<file path="config.mk">
export PLATFORM = sky130hd
export DESIGN_NAME = msb_first_bit_field_reader_flat
export DESIGN_NICKNAME = d
export VERILOG_FILES = /design/src/hw/rtl/msbr_pkg.sv /design/src/hw/rtl/msbr_ifs.sv /design/src/hw/rtl/msbr_ctrl.sv /design/src/hw/rtl/msbr_dp.sv /design/src/hw/rtl/msb_first_bit_field_reader.sv /design/src/flat_wrapper.sv
export SDC_FILE = /design/constraint.sdc
export NUM_CORES = 1
export LEC_CHECK = 0
export BUFFER_PORTS_ARGS = -buffer_cell sky130_fd_sc_hd__buf_4
export CORE_MARGIN = 8
export CORE_UTILIZATION = 59
export CTS_BUF_LIST = sky130_fd_sc_hd__clkbuf_4
export DETAILED_ROUTE_END_ITERATION = 10
export GPL_ROUTABILITY_DRIVEN = 0
export PLACE_DENSITY = 0.82
export SLEW_MARGIN = 5
export SYNTH_ARGS = -nofsm -noshare
export SYNTH_HDL_FRONTEND = slang
export SYNTH_SLANG_ARGS = --single-unit
</file>
<file path="constraint.sdc">
create_clock -name i_clk -period 6.2 [get_ports i_clk]
set_input_delay 0.31 -clock i_clk [delete_from_list [all_inputs] [get_ports i_clk]]
set_output_delay 0.31 -clock i_clk [all_outputs]
set_load 0.02 [all_outputs]
</file>
<file path="src/hw/rtl/msbr_pkg.sv">
`timescale 1ns / 1ps
// ----------------------------------------------------------------------------
// msbr_pkg
// Shared constants, codes and controller/datapath handshake types for the
// MSB-first bit field reader.
// ----------------------------------------------------------------------------
package msbr_pkg;

    // Default configuration of the reader.
    localparam int FIFO_DEPTH_DEF      = 16;
    localparam int MAX_FIELD_BITS_DEF  = 32;
    localparam int MAX_FIELD_BYTES_DEF = 4;

    // Fixed field widths.
    localparam int VALUE_W = 32;
    localparam int COUNT_W = 6;
    localparam int BYTE_W  = 8;
    localparam int NEED_W  = 7;   // bits still owed to a field, up to 127
    localparam int BITS_W  = 4;   // bits left in the holder, up to 8

    // Request action codes.
    typedef enum logic [1:0] {
        ACT_PUSH  = 2'd0,
        ACT_BITS  = 2'd1,
        ACT_BYTES = 2'd2,
        ACT_NONE  = 2'd3
    } t_action;

    // Result status codes.
    typedef enum logic [1:0] {
        ST_OK     = 2'd0,
        ST_UNDER  = 2'd1,
        ST_TOOBIG = 2'd2,
        ST_FULL   = 2'd3
    } t_status;

    // Controller states.
    typedef enum logic [2:0] {
        S_IDLE,
        S_EXEC,
        S_FETCH,
        S_TAKE,
        S_DONE
    } t_state;

    // Commands from the controller to the datapath.
    typedef struct packed {
        logic capture;  // latch the incoming request
        logic exec;     // check the request, push a byte or start a read
        logic pop;      // read the next byte out of the FIFO
        logic take;     // move bits from the holder into the field
        logic result;   // load the output register
    } t_dp_cmd;

    // Status from the datapath to the controller.
    typedef struct packed {
        logic go;           // the request is a read that moves bits
        logic fetch_first;  // the read starts with a fetch: aligned read or empty holder
        logic need_done;    // this take finishes the field
        logic out_free;     // the output register can take a result
    } t_dp_stat;

endpackage

</file>
<file path="src/hw/rtl/msbr_ifs.sv">
`timescale 1ns / 1ps
// ----------------------------------------------------------------------------
// msbr request and response channels
// Valid/ready channel interfaces for the bit field reader.
// ----------------------------------------------------------------------------

// Request channel: one action with its operands.
interface msbr_req_if;
    logic       valid;
    logic       ready;
    logic [1:0] action;
    logic [7:0] data_byte;
    logic [5:0] field_count;
    logic       want_signed;

    modport source (output valid, action, data_byte, field_count, want_signed,
                    input ready);
    modport sink   (input valid, action, data_byte, field_count, want_signed,
                    output ready);
endinterface

// Response channel: one field value and status per request.
interface msbr_rsp_if;
    logic        valid;
    logic        ready;
    logic [31:0] field_value;
    logic [1:0]  status;

    modport source (output valid, field_value, status, input ready);
    modport sink   (input valid, field_value, status, output ready);
endinterface

</file>
<file path="src/hw/rtl/msbr_ctrl.sv">
`timescale 1ns / 1ps
// ----------------------------------------------------------------------------
// msbr_ctrl
// Sequencer for the bit field reader: accepts a request, walks the datapath
// through fetch and take steps, and hands the result to the output register.
// ----------------------------------------------------------------------------
module msbr_ctrl (
    input  logic               i_clk,
    input  logic               i_rst_n,
    input  logic               i_req_valid,
    output logic               o_req_ready,
    input  msbr_pkg::t_dp_stat i_stat,
    output msbr_pkg::t_dp_cmd  o_cmd
);
    import msbr_pkg::*;

    t_state r_state;
    t_state n_state;

    // State register.
    always_ff @(posedge i_clk) begin
        if (!i_rst_n) begin
            r_state <= S_IDLE;
        end else begin
            r_state <= n_state;
        end
    end

    // Next state and commands.
    always_comb begin
        n_state     = r_state;
        o_cmd       = '0;
        o_req_ready = 1'b0;
        case (r_state)
            S_IDLE: begin
                o_req_ready = 1'b1;
                if (i_req_valid) begin
                    o_cmd.capture = 1'b1;
                    n_state       = S_EXEC;
                end
            end
            S_EXEC: begin
                o_cmd.exec = 1'b1;
                if (!i_stat.go) begin
                    n_state = S_DONE;
                end else if (i_stat.fetch_first) begin
                    n_state = S_FETCH;
                end else begin
                    n_state = S_TAKE;
                end
            end
            S_FETCH: begin
                o_cmd.pop = 1'b1;
                n_state   = S_TAKE;
            end
            S_TAKE: begin
                o_cmd.take = 1'b1;
                // A take that leaves bits owed has always drained the holder.
                n_state = i_stat.need_done ? S_DONE : S_FETCH;
            end
            S_DONE: begin
                if (i_stat.out_free) begin
                    o_cmd.result = 1'b1;
                    n_state      = S_IDLE;
                end
            end
            default: begin
                n_state = S_IDLE;
            end
        endcase
    end

endmodule

</file>
<file path="src/hw/rtl/msbr_dp.sv">
`timescale 1ns / 1ps
// ----------------------------------------------------------------------------
// msbr_dp
// Datapath of the bit field reader: byte FIFO, bit holder, field
// accumulator, request checks and the output register.
// ----------------------------------------------------------------------------
module msbr_dp #(
    parameter int FIFO_DEPTH      = msbr_pkg::FIFO_DEPTH_DEF,
    parameter int MAX_FIELD_BITS  = msbr_pkg::MAX_FIELD_BITS_DEF,
    parameter int MAX_FIELD_BYTES = msbr_pkg::MAX_FIELD_BYTES_DEF
) (
    input  logic                          i_clk,
    input  logic                          i_rst_n,
    input  logic [1:0]                    i_action,
    input  logic [msbr_pkg::BYTE_W-1:0]   i_data_byte,
    input  logic [msbr_pkg::COUNT_W-1:0]  i_field_count,
    input  logic                          i_want_signed,
    input  msbr_pkg::t_dp_cmd             i_cmd,
    output msbr_pkg::t_dp_stat            o_stat,
    msbr_rsp_if.source                    o_rsp
);
    import msbr_pkg::*;

    localparam int PTR_W = (FIFO_DEPTH > 1) ? $clog2(FIFO_DEPTH) : 1;
    localparam int LVL_W = $clog2(FIFO_DEPTH + 1);
    localparam int CMP_W = (LVL_W > COUNT_W) ? LVL_W : COUNT_W;

    // Captured request.
    t_action              r_action;
    logic [BYTE_W-1:0]    r_byte;
    logic [COUNT_W-1:0]   r_count;
    logic                 r_sgn;

    // FIFO storage and pointers.
    logic [BYTE_W-1:0]    r_mem [FIFO_DEPTH];
    logic [BYTE_W-1:0]    r_rd_data;
    logic [PTR_W-1:0]     r_rd_ptr;
    logic [PTR_W-1:0]     r_wr_ptr;
    logic [LVL_W-1:0]     r_level;

    // Bit holder and field state.
    logic [BYTE_W-1:0]    r_holder;
    logic [BITS_W-1:0]    r_bits_left;
    logic                 r_fresh;
    logic [VALUE_W-1:0]   r_acc;
    logic [NEED_W-1:0]    r_need;
    logic [NEED_W-1:0]    r_ext;
    t_status              r_status;

    // Output register.
    logic                 r_out_valid;
    logic [VALUE_W-1:0]   r_out_value;
    t_status              r_out_status;

    // Request checks.
    logic                 w_full;
    logic [NEED_W-1:0]    w_short_sum;
    logic [3:0]           w_need_bytes;
    t_status              w_exec_status;
    logic [NEED_W-1:0]    w_exec_need;
    logic                 w_push_ok;

    // Take step.
    logic [BITS_W-1:0]    w_avail;
    logic [BYTE_W-1:0]    w_src;
    logic [BITS_W-1:0]    w_take;
    logic [BYTE_W-1:0]    w_chunk;

    // Result shaping.
    logic [4:0]           w_ext_pos;
    logic                 w_do_ext;
    logic [VALUE_W-1:0]   w_value;

    // Latch the request operands.
    always_ff @(posedge i_clk) begin
        if (i_cmd.capture) begin
            r_action <= t_action'(i_action);
            r_byte   <= i_data_byte;
            r_count  <= i_field_count;
            r_sgn    <= i_want_signed;
        end
    end

    // Whole bytes a bit read must pull in beyond the bits already held.
    always_comb begin
        w_short_sum  = NEED_W'(r_count) - NEED_W'(r_bits_left) + NEED_W'(7);
        w_need_bytes = (r_count > COUNT_W'(r_bits_left)) ? w_short_sum[6:3] : 4'd0;
    end

    // Decide the outcome of the request.
    always_comb begin
        w_full        = (r_level == LVL_W'(FIFO_DEPTH));
        w_exec_status = ST_OK;
        w_exec_need   = '0;
        case (r_action)
            ACT_PUSH: begin
                if (w_full) begin
                    w_exec_status = ST_FULL;
                end
            end
            ACT_BITS: begin
                if ({1'b0, r_count} > NEED_W'(MAX_FIELD_BITS)) begin
                    w_exec_status = ST_TOOBIG;
                end else if (CMP_W'(w_need_bytes) > CMP_W'(r_level)) begin
                    w_exec_status = ST_UNDER;
                end else begin
                    w_exec_need = NEED_W'(r_count);
                end
            end
            ACT_BYTES: begin
                if (r_count > COUNT_W'(MAX_FIELD_BYTES)) begin
                    w_exec_status = ST_TOOBIG;
                end else if (CMP_W'(r_count) > CMP_W'(r_level)) begin
                    w_exec_status = ST_UNDER;
                end else begin
                    w_exec_need = {r_count[3:0], 3'b000};
                end
            end
            default: begin
                w_exec_status = ST_OK;
            end
        endcase
        w_push_ok = (r_action == ACT_PUSH) && !w_full;
    end

    // Bits available this step and how many of them go into the field.
    always_comb begin
        w_avail = r_fresh ? BITS_W'(8) : r_bits_left;
        w_src   = r_fresh ? r_rd_data : r_holder;
        w_take  = (r_need < NEED_W'(w_avail)) ? r_need[BITS_W-1:0] : w_avail;
        w_chunk = w_src >> (BITS_W'(8) - w_take);
    end

    // FIFO storage, written on push and read on pop.
    always_ff @(posedge i_clk) begin
        if (i_cmd.exec && w_push_ok) begin
            r_mem[r_wr_ptr] <= r_byte;
        end
    end

    always_ff @(posedge i_clk) begin
        if (i_cmd.pop) begin
            r_rd_data <= r_mem[r_rd_ptr];
        end
    end

    // FIFO pointers and fill level.
    always_ff @(posedge i_clk) begin
        if (!i_rst_n) begin
            r_rd_ptr <= '0;
            r_wr_ptr <= '0;
            r_level  <= '0;
        end else if (i_cmd.exec && w_push_ok) begin
            r_wr_ptr <= (r_wr_ptr == PTR_W'(FIFO_DEPTH - 1)) ? '0 : r_wr_ptr + 1'b1;
            r_level  <= r_level + 1'b1;
        end else if (i_cmd.pop) begin
            r_rd_ptr <= (r_rd_ptr == PTR_W'(FIFO_DEPTH - 1)) ? '0 : r_rd_ptr + 1'b1;
            r_level  <= r_level - 1'b1;
        end
    end

    // Bit holder: cleared by an aligned read, shifted by each take.
    always_ff @(posedge i_clk) begin
        if (!i_rst_n) begin
            r_holder    <= '0;
            r_bits_left <= '0;
            r_fresh     <= 1'b0;
        end else begin
            if (i_cmd.exec && (r_action == ACT_BYTES) && (w_exec_need != '0)) begin
                r_bits_left <= '0;
            end
            if (i_cmd.pop) begin
                r_fresh <= 1'b1;
            end
            if (i_cmd.take) begin
                r_holder    <= w_src << w_take;
                r_bits_left <= w_avail - w_take;
                r_fresh     <= 1'b0;
            end
        end
    end

    // Field accumulator and bookkeeping for the request in flight.
    always_ff @(posedge i_clk) begin
        if (i_cmd.exec) begin
            r_status <= w_exec_status;
            r_acc    <= '0;
            r_need   <= w_exec_need;
            r_ext    <= w_exec_need;
        end else if (i_cmd.take) begin
            r_acc  <= (r_acc << w_take) | VALUE_W'(w_chunk);
            r_need <= r_need - NEED_W'(w_take);
        end
    end

    // Sign extension applies only when the field is narrower than 32 bits.
    always_comb begin
        w_ext_pos = r_ext[4:0] - 5'd1;
        w_do_ext  = r_sgn && (r_ext != '0) && (r_ext < NEED_W'(VALUE_W)) && r_acc[w_ext_pos];
        w_value   = w_do_ext ? (r_acc | ({VALUE_W{1'b1}} << r_ext[4:0])) : r_acc;
    end

    // Output register.
    always_ff @(posedge i_clk) begin
        if (!i_rst_n) begin
            r_out_valid <= 1'b0;
        end else if (i_cmd.result) begin
            r_out_valid <= 1'b1;
        end else if (o_rsp.ready) begin
            r_out_valid <= 1'b0;
        end
    end

    always_ff @(posedge i_clk) begin
        if (i_cmd.result) begin
            r_out_value  <= (r_status == ST_OK) ? w_value : '0;
            r_out_status <= r_status;
        end
    end

    assign o_rsp.valid       = r_out_valid;
    assign o_rsp.field_value = r_out_value;
    assign o_rsp.status      = r_out_status;

    // Status to the controller.
    assign o_stat.go          = (w_exec_need != '0);
    assign o_stat.fetch_first = (r_action == ACT_BYTES) || (r_bits_left == '0);
    assign o_stat.need_done   = (r_need == NEED_W'(w_take));
    assign o_stat.out_free    = !r_out_valid || o_rsp.ready;

endmodule

</file>
<file path="src/hw/rtl/msb_first_bit_field_reader.sv">
`timescale 1ns / 1ps
// ----------------------------------------------------------------------------
// msb_first_bit_field_reader
// Big-endian, MSB-first field reader over a byte stream with an internal
// byte FIFO, bit reads of 0 to 32 bits and byte-aligned integer reads.
// ----------------------------------------------------------------------------
//  Channel   Dir  Handshake      Payload
//  i_req     in   valid/ready    action, data_byte, field_count, want_signed
//  o_rsp     out  valid/ready    field_value, status
//
//  A request is taken only while the sequencer is idle. Push, rejected and
//  zero-count requests go from the execute state to the done state, where
//  their result is loaded; a read adds a fetch (one memory read) and a take
//  state per byte popped, plus a take when leftover holder bits start it.
//  The next request is taken the cycle after the result is loaded, even if
//  the response is still waiting in the output register; a stalled response
//  holds the sequencer in its done state only once a second result is ready.
//  Reset is synchronous and active low; FIFO contents are not cleared.
// ----------------------------------------------------------------------------
module msb_first_bit_field_reader #(
    parameter int FIFO_DEPTH      = msbr_pkg::FIFO_DEPTH_DEF,
    parameter int MAX_FIELD_BITS  = msbr_pkg::MAX_FIELD_BITS_DEF,
    parameter int MAX_FIELD_BYTES = msbr_pkg::MAX_FIELD_BYTES_DEF
) (
    input  logic        i_clk,
    input  logic        i_rst_n,
    msbr_req_if.sink    i_req,
    msbr_rsp_if.source  o_rsp
);
    import msbr_pkg::*;

    t_dp_cmd  w_cmd;
    t_dp_stat w_stat;
    logic     w_req_ready;

    // Sequencer.
    msbr_ctrl u_ctrl (
        .i_clk       (i_clk),
        .i_rst_n     (i_rst_n),
        .i_req_valid (i_req.valid),
        .o_req_ready (w_req_ready),
        .i_stat      (w_stat),
        .o_cmd       (w_cmd)
    );

    assign i_req.ready = w_req_ready;

    // FIFO, bit holder and result path.
    msbr_dp #(
        .FIFO_DEPTH      (FIFO_DEPTH),
        .MAX_FIELD_BITS  (MAX_FIELD_BITS),
        .MAX_FIELD_BYTES (MAX_FIELD_BYTES)
    ) u_dp (
        .i_clk         (i_clk),
        .i_rst_n       (i_rst_n),
        .i_action      (i_req.action),
        .i_data_byte   (i_req.data_byte),
        .i_field_count (i_req.field_count),
        .i_want_signed (i_req.want_signed),
        .i_cmd         (w_cmd),
        .o_stat        (w_stat),
        .o_rsp         (o_rsp)
    );

`ifndef SYNTHESIS
    // A failed or rejected request always reports a zero field.
    a_err_zero: assert property (@(posedge i_clk) disable iff (!i_rst_n)
        (o_rsp.valid && (o_rsp.status != ST_OK)) |-> (o_rsp.field_value == '0))
        else $error("nonzero field value with error status");

    // One request at a time: acceptance closes the request side.
    a_one_req: assert property (@(posedge i_clk) disable iff (!i_rst_n)
        (i_req.valid && i_req.ready) |=> !i_req.ready)
        else $error("request side open right after acceptance");

    // A new result appears only while a request is being worked on.
    a_rsp_busy: assert property (@(posedge i_clk) disable iff (!i_rst_n)
        $rose(o_rsp.valid) |-> !$past(i_req.ready))
        else $error("response raised while the sequencer was idle");
`endif

endmodule
</file>
<file path="src/flat_wrapper.sv">
// flat-port wrapper written by rule: the top's interface ports become plain ports
module msb_first_bit_field_reader_flat import msbr_pkg::*;
#(
    parameter int FIFO_DEPTH      = msbr_pkg::FIFO_DEPTH_DEF,
    parameter int MAX_FIELD_BITS  = msbr_pkg::MAX_FIELD_BITS_DEF,
    parameter int MAX_FIELD_BYTES = msbr_pkg::MAX_FIELD_BYTES_DEF
)
  (i_clk, i_rst_n, i_req_valid, i_req_action, i_req_data_byte, i_req_field_count, i_req_want_signed, i_req_ready, o_rsp_valid, o_rsp_field_value, o_rsp_status, o_rsp_ready);
  msbr_req_if i_req_i ();
  msbr_rsp_if o_rsp_i ();
  input  logic i_clk;
  input  logic i_rst_n;
  input wire logic [$bits(i_req_i.valid)-1:0] i_req_valid;
  input wire logic [$bits(i_req_i.action)-1:0] i_req_action;
  input wire logic [$bits(i_req_i.data_byte)-1:0] i_req_data_byte;
  input wire logic [$bits(i_req_i.field_count)-1:0] i_req_field_count;
  input wire logic [$bits(i_req_i.want_signed)-1:0] i_req_want_signed;
  output wire logic [$bits(i_req_i.ready)-1:0] i_req_ready;
  output wire logic [$bits(o_rsp_i.valid)-1:0] o_rsp_valid;
  output wire logic [$bits(o_rsp_i.field_value)-1:0] o_rsp_field_value;
  output wire logic [$bits(o_rsp_i.status)-1:0] o_rsp_status;
  input wire logic [$bits(o_rsp_i.ready)-1:0] o_rsp_ready;
  assign i_req_i.valid = i_req_valid;
  assign i_req_i.action = i_req_action;
  assign i_req_i.data_byte = i_req_data_byte;
  assign i_req_i.field_count = i_req_field_count;
  assign i_req_i.want_signed = i_req_want_signed;
  assign i_req_ready = i_req_i.ready;
  assign o_rsp_valid = o_rsp_i.valid;
  assign o_rsp_field_value = o_rsp_i.field_value;
  assign o_rsp_status = o_rsp_i.status;
  assign o_rsp_i.ready = o_rsp_ready;
  msb_first_bit_field_reader #(.FIFO_DEPTH(FIFO_DEPTH), .MAX_FIELD_BITS(MAX_FIELD_BITS), .MAX_FIELD_BYTES(MAX_FIELD_BYTES)) u_core (.i_clk(i_clk), .i_rst_n(i_rst_n), .i_req(i_req_i), .o_rsp(o_rsp_i));
endmodule
</file>
==> flow_summary.ini <==
[outcome]
status = complete, no violations

[drt]
ant_nets = 0
vias_per_cell = 6.32
wl_per_cell_um = 21.6
wl_mm = 34.2
drt_iter0_drc = 1248
drc = 0
first_pass_iters = 8
vias = 10000

[yosys]
syn-mean-instance-area_um2 = 12.3
ys_seq_area_share_pct = 53.1
synth_cells = 1125
synthDominantCellAreaShare_pct = 44.2
syn_area_mm2 = 0.0138
ys.flop_type = edfxtp_1
synthArstFlopShare_pct = 0
synth.area.top_cells = edfxtp_1 44%, dfxtp_1 9.0%, mux4_2 8.3%
yosysTopAreaCell = edfxtp_1
ys_ff_latch = 265
synth_nets = 1197
synth-edff-count = 203
synth_cell_types = 75
ys_warn_count = 0

[timing]
setup_viol = 0
setup_ws_ns = 1.33
relSlewSlack_pct = 15.6
worst_pin_slew_ns = 1.26
fmax_ghz = 0.205
skew_ns = 0.0502
timing.final.crit_share_pct = 78.5
fin_setup_tns_ns = 0
finalWorstPathRequiredPeriod_ns = 4.87
hold_violations = 0
finalMaxSlewViolations = 0
rsz0062_at_grt = false

[worst_setup_path]
setup.worst_path.end_class = flop
required_ns = 6.76
cp-startpoint = u_core.u_ctrl.r_state[0]$_SDFFE_PN0P_
worstReg2RegStart = u_core.u_ctrl.r_state[0]$_SDFFE_PN0P_
start_kind = flop
critPathKind = reg2reg
path_max_fanout = 28
crit_arrival_ns = 5.43

[global_route]
grt_antenna_before_repair = 1
grt_usage_pct = 23.9
grt_start_max_net_pins = 43
grt_pass1_wl_mm = 54.2
gr-total-overflow = 0
grt_pass1_vias = 9975

[cts]
clock-root-buffer = clkbuf_4
ctsResizeCount = 0
postCtsSetupBuffers = 0
clkLatencyLatePin_ns = 0.70
clk_pin_slew_ns = 0.07
cts_tree = built
cts.htree.levels = 3
cts_buffers = 69
cts_buffer_depth = 3
tritoncts_num_sinks = 265

[layout]
synthToLayoutAreaGrowth_pct = 12.6
drive_gt1_share_pct = 19.7
final_cell_mix = 203 x edfxtp_1, 109 x mux2i_1, 99 x clkbuf_4
nets = 1289
layout_commonest_cell = edfxtp_1
nFillCells = 1587

[pwr]
power_density_mw_per_mm2 = 255
peakVddDrop_v = 0.000236
leakage_nw = 5.61

[die]
rows = 56
die_y_um = 169
start_util_pct = 59.5
core_mm2 = 0.0232
die-area_mm2 = 0.0286
fp.dieW_um = 169
pin_count = 57

[placed_design]
place.port_buffers = 56
hpwlAfterDp_mm = 23.0
dpl_worst_slack_ns = 1.42

[hold_path]
hp-start = i_rst_n
hold_class = in2reg

[job]
cap_violations = 0
==> power by group <==
group	switching, mW	leakage (nW)	total (mW)	internal [mW]
clock	0.738	0.533	1.57	0.830
sequential	0.0601	2.36	2.02	1.96
combinational	0.216	2.71	0.364	0.148
==> layout make-up <==
class                           instances  area [um2]  area share (%)
Timing Repair Buffer                   83         668            4.30
Sequential cell                       265        7340            47.2
Clock buffer                           99         743            4.78
Inverter                               48         180            1.16
Tap cell                              319         399            2.57
Clock inverter                         23         168            1.08
Antenna cell                            1        2.50          0.0161
Multi-Input combinational cell        750        6040            38.9
==> final timing paths <==
kind,endpoint,slack (ns),depth (start not counted)
hold reg to reg,u_core.u_dp.o_rsp.status[0]$_DFFE_PP_,0.47,0
setup / recovery,u_core.u_dp.r_level[4]$_SDFFE_PN0P_,1.33,12
hold / removal,u_core.u_dp.r_rd_ptr[2]$_SDFFE_PN0P_,0.05,2
setup reg to reg,u_core.u_dp.r_level[4]$_SDFFE_PN0P_,1.33,12
==> registers in the layout (all words and copies together) (netlist names), 4 cells and up <==
signal,flops
u_core.u_dp.r_byte,8
u_core.u_dp.r_level,5
u_core.u_dp.r_rd_ptr,4
u_core.u_dp.r_ext,7
u_core.u_dp.r_wr_ptr,4
u_core.u_dp.r_need,7
u_core.u_dp.r_acc,32
u_core.u_dp.r_bits_left,4
u_core.u_dp.r_mem,128
u_core.u_dp.r_holder,8
u_core.u_dp.o_rsp.field_value,32
u_core.u_dp.r_count,6
u_core.u_dp.r_rd_data,8
==> synthesized netlist by cell type, types with 4 or more instances <==
library cell	number
a211oi_1	6
a21o_1	10
a21oi_1	54
a22oi_1	14
a311oi_1	4
a31oi_1	13
a32oi_1	10
and2_1	15
and3_1	8
buf_1	8
buf_2	13
clkbuf_1	39
dfxtp_1	62
edfxtp_1	203
fa_1	4
ha_1	47
inv_1	44
inv_2	4
mux2_2	9
mux2i_1	109
mux4_2	51
nand2_1	91
nand2b_1	8
nand3_1	18
nand4_1	5
nor2_1	90
nor2b_1	16
nor3_1	17
o211ai_1	19
o21ai_0	33
o221ai_1	9
o2bb2ai_1	5
o31ai_1	7
xnor2_1	14
xor2_1	6
==> cell families (layout without fill, tap and decap cells) <==
family | count (synthesis) | after routing | synth area share [%]
adder cells (fa/ha/maj) | 51 | 51 | 4.84
AND/OR/NAND/NOR | 288 | 288 | 9.66
multiplexers | 170 | 170 | 17.1
other | 1 | 2 | 0.0272
AO/OA/AOI/OAI | 220 | 220 | 10.8
flip-flops | 265 | 265 | 53.1
XOR/XNOR | 20 | 20 | 1.27
buffers and inverters | 110 | 253 | 3.19
==> metal layers <==
metal	GRT usage, %	wire length (um)	up-vias
met1	30.1	13300	4810
met4	11.9	1290	0
met5	0	0	-
li1	-	-	4518
met2	38.3	16300	581
met3	5.85	3300	122
==> metrics by stage <==
step                      cells  total power, mW  hold slack (ns)  util, %  area [um2]
after floorplan            1125             2.30            0.409        -       13800
after global placement     1447             2.39            0.442     62.3       14400
after detailed placement   1447             2.41            0.456     62.3       14400
after CTS                  1587             3.96           0.0216     67.0       15500
after global routing       1588             4.10           0.0487     67.0       15500
final                      1588             3.96           0.0511     67.0       15500
==> critical path, stage by stage, from the launching register on <==
cell and delay (ns):
dfxtp_1 0.51, nand2_1 0.62, inv_1 0.55, nand2b_1 0.23
inv_1 0.73, and3_1 0.55, inv_1 0.24, fa_1 0.51
a21o_1 0.18, a21oi_1 0.18, mux2i_1 0.23, xnor2_1 0.08
and2_1 0.15
==> timing repair <==
item / 4_1_cts / 5_1_grt
hold buffers: 18 / 0
endpoints found under the setup margin: 0 / 0
hold endpoints to repair: 18 / 0
No activity file was read; power rests on OpenSTA's default activity.
